===== src/rtl/hbd_pkg.sv =====
`timescale 1ns / 1ps
// ----------------------------------------------------------------------------
// HTTP body dechunker package
// Shared constants, codes, control types and the hex digit decoder.
// ----------------------------------------------------------------------------
package hbd_pkg;

   localparam int LEN_BITS_DEF = 32;
   localparam int REG_W        = 32;
   localparam int CSR_IDX_W    = 2;

   localparam logic [REG_W-1:0] MAX_CHUNK_RST = 32'd1048576;
   localparam logic [REG_W-1:0] MAX_BODY_RST  = 32'd1048576;

   localparam logic [7:0] CHAR_CR   = 8'h0D;
   localparam logic [7:0] CHAR_LF   = 8'h0A;
   localparam logic [7:0] CHAR_SEMI = 8'h3B;

   // Number of bytes skipped after the data of a chunk.
   localparam int TRAIL_SKIP = 2;

   localparam logic [1:0] MODE_CHUNKED = 2'd0;
   localparam logic [1:0] MODE_LENGTH  = 2'd1;

   localparam logic [CSR_IDX_W-1:0] CSR_BODY_MODE      = 2'd0;
   localparam logic [CSR_IDX_W-1:0] CSR_CONTENT_LENGTH = 2'd1;
   localparam logic [CSR_IDX_W-1:0] CSR_CHUNK_LIMIT    = 2'd2;
   localparam logic [CSR_IDX_W-1:0] CSR_BODY_LIMIT     = 2'd3;

   typedef enum logic [2:0] {
      PH_SIZE    = 3'd0,
      PH_EXT     = 3'd1,
      PH_SIZE_CR = 3'd2,
      PH_EXT_CR  = 3'd3,
      PH_DATA    = 3'd4,
      PH_TRAIL   = 3'd5
   } hbd_phase_type;

   typedef enum logic [2:0] {
      ST_RUN  = 3'd0,
      ST_DONE = 3'd1,
      ST_BAD  = 3'd2,
      ST_BIG  = 3'd3,
      ST_NUM  = 3'd4
   } hbd_status_type;

   typedef struct packed {
      hbd_phase_type  phase;
      logic           digit_seen;
      hbd_status_type final_status;
   } hbd_ctl_type;

   typedef struct packed {
      logic       ok;
      logic [3:0] nibble;
   } hbd_hex_type;

   // Decodes one ASCII hex digit; ok is low for any other byte.
   function automatic hbd_hex_type hex_decode(input logic [7:0] c);
      hbd_hex_type r;
      r.ok     = 1'b1;
      r.nibble = 4'd0;
      if (c inside {[8'h30:8'h39]}) begin
         r.nibble = 4'(c - 8'h30);
      end else if (c inside {[8'h61:8'h66]}) begin
         r.nibble = 4'(c - 8'h57);
      end else if (c inside {[8'h41:8'h46]}) begin
         r.nibble = 4'(c - 8'h37);
      end else begin
         r.ok = 1'b0;
      end
      return r;
   endfunction

endpackage


===== src/rtl/hbd_if.sv =====
`timescale 1ns / 1ps
// ----------------------------------------------------------------------------
// HTTP body dechunker channel interfaces
// Raw body byte channel and decoded result channel, valid/ready handshake.
// ----------------------------------------------------------------------------
interface hbd_req_if;
   logic       valid;
   logic       ready;
   logic [7:0] data_byte;
   logic       start_of_body;

   modport source (output valid, output data_byte, output start_of_body, input ready);
   modport sink (input valid, input data_byte, input start_of_body, output ready);
endinterface

interface hbd_rsp_if;
   logic       valid;
   logic       ready;
   logic [7:0] body_byte;
   logic       body_valid;
   logic [2:0] status;

   modport source (output valid, output body_byte, output body_valid, output status,
                   input ready);
   modport sink (input valid, input body_byte, input body_valid, input status,
                 output ready);
endinterface


===== src/rtl/hbd_step.sv =====
`timescale 1ns / 1ps
// ----------------------------------------------------------------------------
// HTTP body dechunker step logic
// Next parse state and result word for one body byte.
// ----------------------------------------------------------------------------
module hbd_step
   import hbd_pkg::*;
#(
   parameter int LEN_BITS = LEN_BITS_DEF
) (
   input  logic [1:0]          body_mode,
   input  logic [REG_W-1:0]    content_length,
   input  logic [REG_W-1:0]    chunk_limit,
   input  logic [REG_W-1:0]    body_limit,
   input  logic [7:0]          data_byte,
   input  logic                start_of_body,
   input  hbd_ctl_type         ctl_cur,
   input  logic [LEN_BITS-1:0] hex_cur,
   input  logic [LEN_BITS-1:0] left_cur,
   input  logic [LEN_BITS-1:0] total_cur,
   output hbd_ctl_type         ctl_nxt,
   output logic [LEN_BITS-1:0] hex_nxt,
   output logic [LEN_BITS-1:0] left_nxt,
   output logic [LEN_BITS-1:0] total_nxt,
   output logic [7:0]          body_byte,
   output logic                body_valid
);

   localparam int CMP_W = (LEN_BITS > REG_W) ? LEN_BITS : REG_W;

   hbd_ctl_type         ctl_s;
   logic [LEN_BITS-1:0] hex_s;
   logic [LEN_BITS-1:0] left_s;
   logic [LEN_BITS-1:0] total_s;
   logic [LEN_BITS-1:0] left_dec;
   logic [CMP_W-1:0]    hex_x;
   logic [CMP_W-1:0]    total_x;
   logic                line_bad;
   logic                body_full;
   logic                len_full;
   logic                pay;
   hbd_hex_type         dig;

   always_comb begin
      // Start of body clears the parse state before the byte is looked at.
      if (start_of_body) begin
         ctl_s   = '{phase: PH_SIZE, digit_seen: 1'b0, final_status: ST_RUN};
         hex_s   = '0;
         left_s  = '0;
         total_s = '0;
      end else begin
         ctl_s   = ctl_cur;
         hex_s   = hex_cur;
         left_s  = left_cur;
         total_s = total_cur;
      end

      hex_x     = CMP_W'(hex_s);
      total_x   = CMP_W'(total_s);
      left_dec  = left_s - LEN_BITS'(1);
      line_bad  = hex_x > CMP_W'(chunk_limit);
      body_full = (total_x >= CMP_W'(body_limit)) || (&total_s);
      len_full  = (total_x >= CMP_W'(content_length)) || (&total_s);
      dig       = hex_decode(data_byte);

      ctl_nxt   = ctl_s;
      hex_nxt   = hex_s;
      left_nxt  = left_s;
      total_nxt = total_s;
      pay       = 1'b0;

      if (ctl_s.final_status == ST_RUN) begin
         if (body_mode == MODE_CHUNKED) begin
            case (ctl_s.phase)
               PH_EXT: begin
                  if (data_byte == CHAR_CR) ctl_nxt.phase = PH_EXT_CR;
               end
               PH_SIZE_CR, PH_EXT_CR: begin
                  if (data_byte == CHAR_LF) begin
                     // End of the size line.
                     if (!ctl_s.digit_seen) begin
                        ctl_nxt.final_status = ST_NUM;
                     end else if (line_bad) begin
                        ctl_nxt.final_status = ST_BAD;
                     end else if (hex_s == '0) begin
                        ctl_nxt.final_status = ST_DONE;
                     end else begin
                        left_nxt      = hex_s;
                        ctl_nxt.phase = PH_DATA;
                     end
                  end else if (ctl_s.phase == PH_SIZE_CR) begin
                     ctl_nxt.final_status = ST_NUM;
                  end else if (data_byte != CHAR_CR) begin
                     ctl_nxt.phase = PH_EXT;
                  end
               end
               PH_DATA: begin
                  if (body_full) begin
                     ctl_nxt.final_status = ST_BIG;
                  end else begin
                     pay       = 1'b1;
                     total_nxt = total_s + LEN_BITS'(1);
                     left_nxt  = left_dec;
                     if (left_dec == '0) begin
                        left_nxt      = LEN_BITS'(TRAIL_SKIP);
                        ctl_nxt.phase = PH_TRAIL;
                     end
                  end
               end
               PH_TRAIL: begin
                  left_nxt = left_dec;
                  if (left_dec == '0) begin
                     ctl_nxt.phase      = PH_SIZE;
                     ctl_nxt.digit_seen = 1'b0;
                     hex_nxt            = '0;
                  end
               end
               default: begin
                  ctl_nxt.phase = PH_SIZE;
                  if (data_byte == CHAR_SEMI) begin
                     ctl_nxt.phase = PH_EXT;
                  end else if (data_byte == CHAR_CR) begin
                     ctl_nxt.phase = PH_SIZE_CR;
                  end else if (!dig.ok) begin
                     ctl_nxt.final_status = ST_NUM;
                  end else if (hex_s[LEN_BITS-1 -: 4] != 4'd0) begin
                     ctl_nxt.final_status = ST_BAD;
                  end else begin
                     hex_nxt            = {hex_s[LEN_BITS-5:0], dig.nibble};
                     ctl_nxt.digit_seen = 1'b1;
                  end
               end
            endcase
         end else if (body_mode == MODE_LENGTH) begin
            if (content_length > body_limit) begin
               ctl_nxt.final_status = ST_BIG;
            end else if (len_full) begin
               ctl_nxt.final_status = ST_BAD;
            end else begin
               pay       = 1'b1;
               total_nxt = total_s + LEN_BITS'(1);
               if (CMP_W'(total_nxt) == CMP_W'(content_length)) begin
                  ctl_nxt.final_status = ST_DONE;
               end
            end
         end else begin
            ctl_nxt.final_status = ST_BAD;
         end
      end

      body_valid = pay;
      body_byte  = pay ? data_byte : 8'd0;
   end

endmodule


===== src/rtl/http_body_dechunker_unit.sv =====
`timescale 1ns / 1ps
// ----------------------------------------------------------------------------
// HTTP body dechunker unit
// Decodes a chunked or length-delimited HTTP body, one raw byte per word.
// ----------------------------------------------------------------------------
//   port        dir   handshake     payload
//   req_chan    in    valid/ready   data_byte[7:0], start_of_body
//   rsp_chan    out   valid/ready   body_byte[7:0], body_valid, status[2:0]
//   csr_*       in    wr_en only    csr_index[1:0], csr_wr_data[31:0]
//
// The unit takes one word per cycle while the result register is not stalled
// and returns exactly one result word for each. A word is held in the input
// register, then the combinational step logic updates the parse state and
// loads the result register, so each result passes through the input and
// result registers. The combinational parse state update is what sets the
// rate of one word per cycle.
// Reset is synchronous and active high; it clears the pipeline, parse state
// and configuration registers to their reset values.
// A stalled result register holds its word; the input register keeps filling
// while the result register is free or being drained, so both sides stall
// independently with no lost cycle.
// ----------------------------------------------------------------------------
module http_body_dechunker_unit
   import hbd_pkg::*;
#(
   parameter int LEN_BITS = LEN_BITS_DEF
) (
   input  logic                 clock,
   input  logic                 reset,
   hbd_req_if.sink              req_chan,
   hbd_rsp_if.source            rsp_chan,
   input  logic                 csr_wr_en,
   input  logic [CSR_IDX_W-1:0] csr_index,
   input  logic [REG_W-1:0]     csr_wr_data
);

   // Configuration registers.
   logic [1:0]       body_mode_ff;
   logic [REG_W-1:0] content_length_ff;
   logic [REG_W-1:0] chunk_limit_ff;
   logic [REG_W-1:0] body_limit_ff;

   // Input register.
   logic       in_valid_ff;
   logic [7:0] in_byte_ff;
   logic       in_start_ff;

   // Parse state and its next value from the step logic.
   hbd_ctl_type         ctl_ff;
   hbd_ctl_type         ctl_in;
   logic [LEN_BITS-1:0] hex_ff;
   logic [LEN_BITS-1:0] hex_in;
   logic [LEN_BITS-1:0] left_ff;
   logic [LEN_BITS-1:0] left_in;
   logic [LEN_BITS-1:0] total_ff;
   logic [LEN_BITS-1:0] total_in;

   // Result register.
   logic       rsp_valid_ff;
   logic [7:0] rsp_byte_ff;
   logic       rsp_body_valid_ff;
   logic [2:0] rsp_status_ff;
   logic [7:0] rsp_byte_in;
   logic       rsp_body_valid_in;

   logic advance;
   logic in_ready;

   // The word in the input register moves on whenever the result register is
   // empty or is being drained in this cycle.
   assign advance  = in_valid_ff && (!rsp_valid_ff || rsp_chan.ready);
   assign in_ready = !in_valid_ff || advance;

   assign req_chan.ready      = in_ready;
   assign rsp_chan.valid      = rsp_valid_ff;
   assign rsp_chan.body_byte  = rsp_byte_ff;
   assign rsp_chan.body_valid = rsp_body_valid_ff;
   assign rsp_chan.status     = rsp_status_ff;

   always_ff @(posedge clock) begin
      if (reset) begin
         body_mode_ff      <= MODE_CHUNKED;
         content_length_ff <= '0;
         chunk_limit_ff    <= MAX_CHUNK_RST;
         body_limit_ff     <= MAX_BODY_RST;
      end else if (csr_wr_en) begin
         case (csr_index)
            CSR_BODY_MODE:      body_mode_ff      <= csr_wr_data[1:0];
            CSR_CONTENT_LENGTH: content_length_ff <= csr_wr_data;
            CSR_CHUNK_LIMIT:    chunk_limit_ff    <= csr_wr_data;
            CSR_BODY_LIMIT:     body_limit_ff     <= csr_wr_data;
            default:            ;
         endcase
      end
   end

   hbd_step #(
      .LEN_BITS (LEN_BITS)
   ) u_step (
      .body_mode      (body_mode_ff),
      .content_length (content_length_ff),
      .chunk_limit    (chunk_limit_ff),
      .body_limit     (body_limit_ff),
      .data_byte      (in_byte_ff),
      .start_of_body  (in_start_ff),
      .ctl_cur        (ctl_ff),
      .hex_cur        (hex_ff),
      .left_cur       (left_ff),
      .total_cur      (total_ff),
      .ctl_nxt        (ctl_in),
      .hex_nxt        (hex_in),
      .left_nxt       (left_in),
      .total_nxt      (total_in),
      .body_byte      (rsp_byte_in),
      .body_valid     (rsp_body_valid_in)
   );

   // Input register: payload needs no reset.
   always_ff @(posedge clock) begin
      if (reset) begin
         in_valid_ff <= 1'b0;
      end else if (in_ready) begin
         in_valid_ff <= req_chan.valid;
      end
      if (in_ready && req_chan.valid) begin
         in_byte_ff  <= req_chan.data_byte;
         in_start_ff <= req_chan.start_of_body;
      end
   end

   // Parse state advances together with the word it has just consumed.
   always_ff @(posedge clock) begin
      if (reset) begin
         ctl_ff   <= '{phase: PH_SIZE, digit_seen: 1'b0, final_status: ST_RUN};
         hex_ff   <= '0;
         left_ff  <= '0;
         total_ff <= '0;
      end else if (advance) begin
         ctl_ff   <= ctl_in;
         hex_ff   <= hex_in;
         left_ff  <= left_in;
         total_ff <= total_in;
      end
   end

   // Result register.
   always_ff @(posedge clock) begin
      if (reset) begin
         rsp_valid_ff <= 1'b0;
      end else if (advance) begin
         rsp_valid_ff <= 1'b1;
      end else if (rsp_chan.ready) begin
         rsp_valid_ff <= 1'b0;
      end
      if (advance) begin
         rsp_byte_ff       <= rsp_byte_in;
         rsp_body_valid_ff <= rsp_body_valid_in;
         rsp_status_ff     <= 3'(ctl_in.final_status);
      end
   end

   // A payload byte is only ever reported while the body is running or on
   // the byte that completes it.
   a_payload_status: assert property (@(posedge clock) disable iff (reset)
      rsp_valid_ff && rsp_body_valid_ff |->
         (rsp_status_ff == 3'(ST_RUN)) || (rsp_status_ff == 3'(ST_DONE)))
      else $error("payload byte reported with an error status");

   a_nonpayload_zero: assert property (@(posedge clock) disable iff (reset)
      rsp_valid_ff && !rsp_body_valid_ff |-> rsp_byte_ff == 8'd0)
      else $error("non-payload result carries a nonzero byte");

   // Completion and errors hold until the next start of body.
   a_sticky_status: assert property (@(posedge clock) disable iff (reset)
      advance && !in_start_ff && (ctl_ff.final_status != ST_RUN) |=>
         ctl_ff.final_status == $past(ctl_ff.final_status))
      else $error("final status changed without a start of body");

   a_data_left: assert property (@(posedge clock) disable iff (reset)
      ctl_ff.phase == PH_DATA |-> left_ff != '0)
      else $error("data phase with no bytes left in the chunk");

   a_in_hold: assert property (@(posedge clock) disable iff (reset)
      in_valid_ff && !advance |=> in_valid_ff)
      else $error("input word dropped while the result register was stalled");

endmodule


===== src/flat_wrapper.sv =====
// flat-port wrapper written by rule: the top's interface ports become plain ports
module http_body_dechunker_unit_flat import hbd_pkg::*;
#(
   parameter int LEN_BITS = LEN_BITS_DEF
)
  (clock, reset, csr_wr_en, csr_index, csr_wr_data, req_chan_valid, req_chan_data_byte, req_chan_start_of_body, req_chan_ready, rsp_chan_valid, rsp_chan_body_byte, rsp_chan_body_valid, rsp_chan_status, rsp_chan_ready);
  hbd_req_if req_chan_i ();
  hbd_rsp_if rsp_chan_i ();
  input  logic clock;
  input  logic reset;
  input  logic csr_wr_en;
  input  logic [CSR_IDX_W-1:0] csr_index;
  input  logic [REG_W-1:0] csr_wr_data;
  input wire logic [$bits(req_chan_i.valid)-1:0] req_chan_valid;
  input wire logic [$bits(req_chan_i.data_byte)-1:0] req_chan_data_byte;
  input wire logic [$bits(req_chan_i.start_of_body)-1:0] req_chan_start_of_body;
  output wire logic [$bits(req_chan_i.ready)-1:0] req_chan_ready;
  output wire logic [$bits(rsp_chan_i.valid)-1:0] rsp_chan_valid;
  output wire logic [$bits(rsp_chan_i.body_byte)-1:0] rsp_chan_body_byte;
  output wire logic [$bits(rsp_chan_i.body_valid)-1:0] rsp_chan_body_valid;
  output wire logic [$bits(rsp_chan_i.status)-1:0] rsp_chan_status;
  input wire logic [$bits(rsp_chan_i.ready)-1:0] rsp_chan_ready;
  assign req_chan_i.valid = req_chan_valid;
  assign req_chan_i.data_byte = req_chan_data_byte;
  assign req_chan_i.start_of_body = req_chan_start_of_body;
  assign req_chan_ready = req_chan_i.ready;
  assign rsp_chan_valid = rsp_chan_i.valid;
  assign rsp_chan_body_byte = rsp_chan_i.body_byte;
  assign rsp_chan_body_valid = rsp_chan_i.body_valid;
  assign rsp_chan_status = rsp_chan_i.status;
  assign rsp_chan_i.ready = rsp_chan_ready;
  http_body_dechunker_unit #(.LEN_BITS(LEN_BITS)) u_core (.clock(clock), .reset(reset), .req_chan(req_chan_i), .rsp_chan(rsp_chan_i), .csr_wr_en(csr_wr_en), .csr_index(csr_index), .csr_wr_data(csr_wr_data));
endmodule

===== config.mk =====
export PLATFORM = sky130hd
export DESIGN_NAME = http_body_dechunker_unit_flat
export DESIGN_NICKNAME = d
export VERILOG_FILES = /design/src/rtl/hbd_pkg.sv /design/src/rtl/hbd_if.sv /design/src/rtl/hbd_step.sv /design/src/rtl/http_body_dechunker_unit.sv /design/src/flat_wrapper.sv
export SDC_FILE = /design/constraint.sdc
export NUM_CORES = 1
export LEC_CHECK = 0
export ABC_CLOCK_PERIOD_IN_PS = 5450
export BUFFER_PORTS_ARGS = -buffer_cell sky130_fd_sc_hd__buf_2
export CAP_MARGIN = 40
export CORE_ASPECT_RATIO = 0.7
export CORE_UTILIZATION = 60
export CTS_BUF_LIST = sky130_fd_sc_hd__clkbuf_4
export DETAILED_ROUTE_END_ITERATION = 6
export PLACE_DENSITY = 0.86
export SLEW_MARGIN = 20
export SYNTH_ARGS = -nofsm -noshare
export SYNTH_HDL_FRONTEND = slang
export SYNTH_HIERARCHICAL = 1
export SYNTH_SLANG_ARGS = --single-unit
export TNS_END_PERCENT = 20

===== constraint.sdc =====
create_clock -name clock -period 5.45 [get_ports clock]
set_input_delay 1.09 -clock clock [delete_from_list [all_inputs] [get_ports clock]]
set_output_delay 1.09 -clock clock [all_outputs]
set_load 0.01 [all_outputs]

==> results_dict.tcl, run 1 <==
set metrics [dict create \
    fin_cells 2663 \
    max_stage_delay_ps 530 \
    yosys_warnings 6 \
    grt_remaining_overflow 0 \
    syn_inst 2209 \
    nets 2426 \
    crit_path_start_kind "register" \
    synth_top_cell_by_area "dfxtp_1" \
    drt_iter0_drc 2185 \
    ctsHoldBuffers 0 \
    antenna_found_initial 1 \
    drive_above_1_share 0.103 \
    rsz0062_at_grt "false" \
    synthDistinctLibCells 91 \
    dieArea_um2 29900 \
    leakage_nw 7.41 \
    wl_mm 56.3 \
    die_y_um 145 \
    min_period_over_period 0.864 \
    layout_setup_ws_ps 741 \
    required_ps 6130 \
    path_max_fanout 36 \
    cts_buffers 56 \
    tns_ps 0 \
    dr.pass1.iters 7 \
    syn-cell-area_um2 17500 \
    hold_violations 0 \
    fillerInstances 2409 \
    cap_violations 0 \
    fmax_ghz 0.212 \
    status "finished clean" \
    crit_arrival_ps 5390 \
    antenna_left 0 \
    critPathCaptureType "register" \
    syn_to_final_growth_pct 6.83 \
    num_vias 17200 \
    drv_slew 0 \
    grt_use_total 0.372 \
    vdd_drop_max_v 0.000245 \
    clock_sinks 224 \
    period_minus_slack_ps 4710 \
    die_w_um 206 \
    yosysMostFrequentCell "nand2_1" \
    rows 51 \
    crit_path_cell_trace "inv_2 -> nand2_1 -> inv_1 -> ha_1 -> and3_1 -> nand2_1 -> nor4_4 -> nor4b_2 -> nor2_1 -> a31oi_1 -> buf_4 -> a311o_1 -> buf_4 -> a21oi_1 -> a221o_1 -> nand2b_1 -> mux2i_1" \
    timing.slew.headroom 0.396 \
    synthArstFlopShare 0 \
    grt_pass1_wl_mm 87.5 \
    ys_ff_latch 224 \
    worst_hold_path_type "register to register" \
    cts_buffer_depth 3 \
    dp_hpwl_mm 42.1 \
    powerDensity_nw_per_um2 198 \
    clk_latency_ps 810 \
    cts_htree_levels 2 \
    skew_ps 87.4 \
    crit_slowest_cell "inv_2" \
    route.detailed.wl_per_inst_um 21.2 \
    grt_max_degree 129 \
    cts_root_buffer "clkbuf_4" \
    placed_cells 2555 \
    cts_setup_buffers 0 \
    drc 0 \
    ys.flop_type "dfxtp_1" \
    setup_viol 0 \
    synth_edf_count 21 \
    portBuffers 61 \
    synth_common_cells "310 x nand2_1, 220 x nand2b_1, 203 x dfxtp_1" \
    start_util 0.621 \
    synth_area_leaders "dfxtp_1 23%, ha_1 9.6%, nand2b_1 7.9%" \
    tightest_slew_ps 904 \
    final_util 0.663 \
    path_clk_slew_ps 70 \
    gp_congestion 0.989 \
    fp.coreArea_um2 28200 \
    register_area_um2 4690 \
    grt_pass1_vias 15900 \
    ios 62 \
    syn-num-nets 2392 \
    synth_area_per_cell_um2 7.92 \
    pre_cts_ws_ps 687 \
    post_cts_resized 0 \
    synth_top_cell_area_share 0.232 \
    via_per_inst 6.46 \
    crit_type "register to register" \
    multi_input_area_um2 11500 \
    cts_tree "done" \
    synth-seq-area-share 0.268 \
]
registers in the layout, summed over array words and instances, names as in the netlist:
register                    count
u_core/in_byte_ff               8
u_core/rsp_chan.body_valid      1
u_core/body_mode_ff             2
u_core/rsp_chan.body_byte       8
u_core/chunk_limit_ff          32
u_core/in_start_ff              1
u_core/hex_ff                  32
u_core/in_valid_ff              1
u_core/rsp_chan.valid           1
u_core/ctl_ff                   7
u_core/content_length_ff       32
u_core/rsp_chan.status          3
u_core/left_ff                 32
u_core/total_ff                32
u_core/body_limit_ff           32
layer usage:
layer  GRT usage  wire [um]  up-vias
met3       0.119       8850       96
met1       0.564      24400     8060
met5           0          0        -
met4      0.0982       1090        0
met2       0.493      22000     1166
li1            -          -     7884
final timing paths:
path | from | to | slack [ps] | cells past startpoint
worst max register to register | u_core/in_start_ff | u_core/left_ff[31] | 740 | 17
worst min register to register | u_core/body_limit_ff[8] | u_core/body_limit_ff[8] | 460 | 2
worst min-delay path | u_core/body_limit_ff[8] | u_core/body_limit_ff[8] | 460 | 2
worst max-delay path | u_core/in_start_ff | u_core/left_ff[31] | 740 | 17
where the power goes:
| group | internal (W) | leakage, nW | switching [W] |
|---|---|---|---|
| Combinational | 0.000185 | 5.13 | 0.000306 |
| Clock | 0.000721 | 0.436 | 0.000769 |
| Sequential | 0.00170 | 1.85 | 0.0000329 |
cells in the final DEF, fill, tap and decap left out, drive strengths merged, types with 8 or more instances in the layout:
master   synthesis  layout
nand4b           9       9
or4             13      13
a22oi           17      17
a211oi           9       9
buf             73     105
nand2b         220     220
and4            12      12
nor2            92      92
a21oi          162     162
nand3           39      39
nor2b           49      49
nor4            38      38
inv            144     145
nand4           52      52
xnor2           92      92
a31oi           11      11
mux2i          112     112
a221o           14      14
a21o            23      23
a21boi           8       8
and2            14      14
edfxtp          21      21
o21ai           57      57
o22ai           33      33
clkbuf          55      85
dfxtp          203     203
a2111oi          9       9
nand2          311     311
clkinv           0      19
o211ai          14      14
and3            19      19
o21a             9       9
nor3            39      39
ha             135     135
through the flow:
stage,total power [W],hold WS [ps],area (um^2)
6_report,0.00371,456,18700
5_1_grt,0.00387,478,18700
4_1_cts,0.00372,457,18700
3_5_place_dp,0.00224,448,18000
3_3_place_gp,0.00221,443,17800
2_1_floorplan,0.00210,436,17500
cells by family (layout without fill, tap and decap cells):
logic type | count (synthesis) | in the layout | synth area share
simple gates | 940 | 940 | 0.290
mux | 115 | 115 | 0.0660
compound gates | 425 | 425 | 0.155
flops | 224 | 224 | 0.268
fa+ha+maj | 135 | 135 | 0.0965
other cells | 0 | 2 | 0
xor+xnor | 97 | 97 | 0.0485
buf+inv | 273 | 354 | 0.0758
area by class of cell:
class	count	share of cell area
clock inverters	20	0.00529
inverters	144	0.0289
multi-input cells	1712	0.615
diodes	2	0.000268
flip-flops and latches	224	0.251
repair buffers	105	0.0401
clock buffers	85	0.0341
well taps	371	0.0248
worst max-delay path: cells and delay by family, from the launching register on:
kind	cells	cell delay (ps)
AND/OR/NAND/NOR	7	1790
AO/OA/AOI/OAI	4	970
flip-flops	1	440
buffers and inverters	4	1120
adder cells (fa/ha/maj)	1	250
multiplexers	1	70
Note: power is estimated with default switching activity, not from simulation.
==> run 2: changes to the inputs <==
Settings changed: CORE_UTILIZATION 60 to 50, PLACE_DENSITY 0.86 to 0.75.
==> results_dict.tcl, run 2 (synthesized netlist as in run 1, its figures left out) <==
set metrics [dict create \
    status "finished clean" \
    combPwrFrac 0.133 \
    grt_remaining_overflow 0 \
    start_util 0.515 \
    cts_htree_levels 2 \
    final_cell_mix "310 x nand2_1, 220 x nand2b_1, 203 x dfxtp_1" \
    num_vias 16900 \
    cts_root_buffer "clkbuf_4" \
    powerDensity_nw_per_um2 197 \
    crit_path_cell_trace "buf_12 -> nor2b_1 -> inv_1 -> ha_1 -> nor4b_2 -> nor2_1 -> buf_4 -> nor4_1 -> xnor2_1 -> o21ai_0 -> nor4_4 -> a311o_1 -> buf_4 -> a31oi_1 -> a221o_1 -> nand2b_1 -> mux2i_1" \
    post_cts_resized 0 \
    route.detailed.wl_per_inst_um 20.5 \
    cts_setup_buffers 0 \
    tns_ps 0 \
    wl_mm 56.5 \
    antenna_left 0 \
    grt_max_degree 147 \
    p_sw_w 0.00110 \
    timing.slew.headroom 0.430 \
    path_delay_family "simple AND/OR/NAND/NOR gates" \
    rsz0062_at_grt "false" \
    path_buf_inv 4 \
    crit_type "register to register" \
    rows 56 \
    dr_wl_met2_mm 21.8 \
    tightest_slew_ps 855 \
    critPathCaptureType "register" \
    highest_layer "met4" \
    reg2reg_depth 17 \
    crit_top_cell "buf_4" \
    portBuffers 61 \
    die_y_um 159 \
    skew_ps 67.1 \
    grt_pass1_vias 15500 \
    crit_end "u_core/left_ff[3]" \
    nets 2429 \
    via_per_inst 6.12 \
    period_minus_slack_ps 4700 \
    crit_slowest_cell "nor4_1" \
    p_seq_frac 0.469 \
    max_stage_delay_ps 500 \
    p_clk_frac 0.399 \
    cap_violations 0 \
    drc 0 \
    fp.coreArea_um2 34000 \
    fmax_ghz 0.213 \
    startpoint "u_core/in_start_ff" \
    worst_hold_path_type "register to register" \
    path_clk_slew_ps 70 \
    reg2reg_from "u_core/in_start_ff" \
    dieArea_um2 35800 \
    worstSetupPathDepth 17 \
    leakage_nw 7.40 \
    met3_length_mm 7.18 \
    gp_congestion 1.03 \
    drv_slew 0 \
    r2r_slack_ps 750 \
    cts_buffers 59 \
    cts_buffer_depth 3 \
    crit_arrival_ps 5310 \
    dr.pass1.iters 6 \
    ctsHoldBuffers 0 \
    postLayoutCellArea_um2 18800 \
    min_period_over_period 0.862 \
    wl_met1_mm 26.6 \
    grt_use_total 0.314 \
    ios 62 \
    layout_commonest_cell "nand2_1" \
    drive_above_1_share 0.103 \
    hold_violations 0 \
    crit_path_start_kind "register" \
    cts_tree "done" \
    vdd_drop_max_v 0.000186 \
    dp_hpwl_mm 42.1 \
    swShare 0.299 \
    p_int_w 0.00259 \
    required_ps 6070 \
    die_w_um 226 \
    path_max_fanout 56 \
    grt_pass1_wl_mm 87.7 \
    clk_latency_ps 800 \
    r2r_end "u_core/left_ff[3]" \
    setup_viol 0 \
    clock_sinks 224 \
    drt_iter0_drc 2120 \
    antenna_found_initial 2 \
    place_area_um2 18000 \
    syn_to_final_growth_pct 7.30 \
]
-- run 2: cell count changes in the layout (fill, tap and decap cells not counted), sizes merged --
| cell | delta |
|---|---|
| clkinv | -1 |
| inv | +1 |
| clkbuf | -2 |
-- run 2: cell type report --
type                       instances  area [um^2]
inverter                         144          541
fill                            3222        15200
sequential                       224         4690
clock buffer                      83          623
multi-input combinational       1712        11500
antenna                            2         5.00
tap                              464          581
timing repair buffer             105          728
clock inverter                    20          100
-- run 2: stage by stage --
step	power (W)	setup slack, ps	util	hold slack (ps)	cells
after global routing	0.00386	575	0.553	458	2754
after floorplan	0.00210	1000	-	436	2209
after CTS	0.00371	958	0.552	453	2751
after detailed placement	0.00224	1020	0.531	448	2648
final	0.00369	754	0.553	457	2754
after global placement	0.00222	880	0.528	443	2642
-- run 2: power groups by stage --
stage,Clock [W],Combinational [W],Sequential [W]
2_1_floorplan,0,0.000342,0.00175
3_3_place_gp,0,0.000458,0.00176
3_5_place_dp,0,0.000473,0.00177
4_1_cts,0.00151,0.000476,0.00173
5_1_grt,0.00159,0.000529,0.00173
6_report,0.00147,0.000490,0.00173
-- run 2: worst min-delay path by stage --
stage	slack [ps]	depth (start not counted)	start	endpoint
after floorplan	440	2	u_core/body_limit_ff[10]	u_core/body_limit_ff[10]
after global placement	440	2	u_core/body_limit_ff[29]	u_core/body_limit_ff[29]
after detailed placement	450	2	u_core/body_limit_ff[21]	u_core/body_limit_ff[21]
after CTS	450	1	req_chan_data_byte[7]	u_core/in_byte_ff[7]
after global routing	460	1	req_chan_data_byte[4]	u_core/in_byte_ff[4]
final	460	2	u_core/chunk_limit_ff[19]	u_core/chunk_limit_ff[19]
-- run 2: worst register-to-register path, stage by stage (launching register included) --
cell	delay [ps]
edfxtp_1	410
buf_12	280
nor2b_1	170
inv_1	80
ha_1	350
nor4b_2	380
nor2_1	120
buf_4	200
nor4_1	510
xnor2_1	260
o21ai_0	350
nor4_4	400
a311o_1	270
buf_4	220
a31oi_1	90
a221o_1	300
nand2b_1	70
mux2i_1	70
-- run 2: per-layer routing --
metal	vias to the layer above	GRT usage
li1	7872	-
met1	7980	0.481
met2	920	0.419
met3	96	0.0902
met4	0	0.0777
met5	-	0
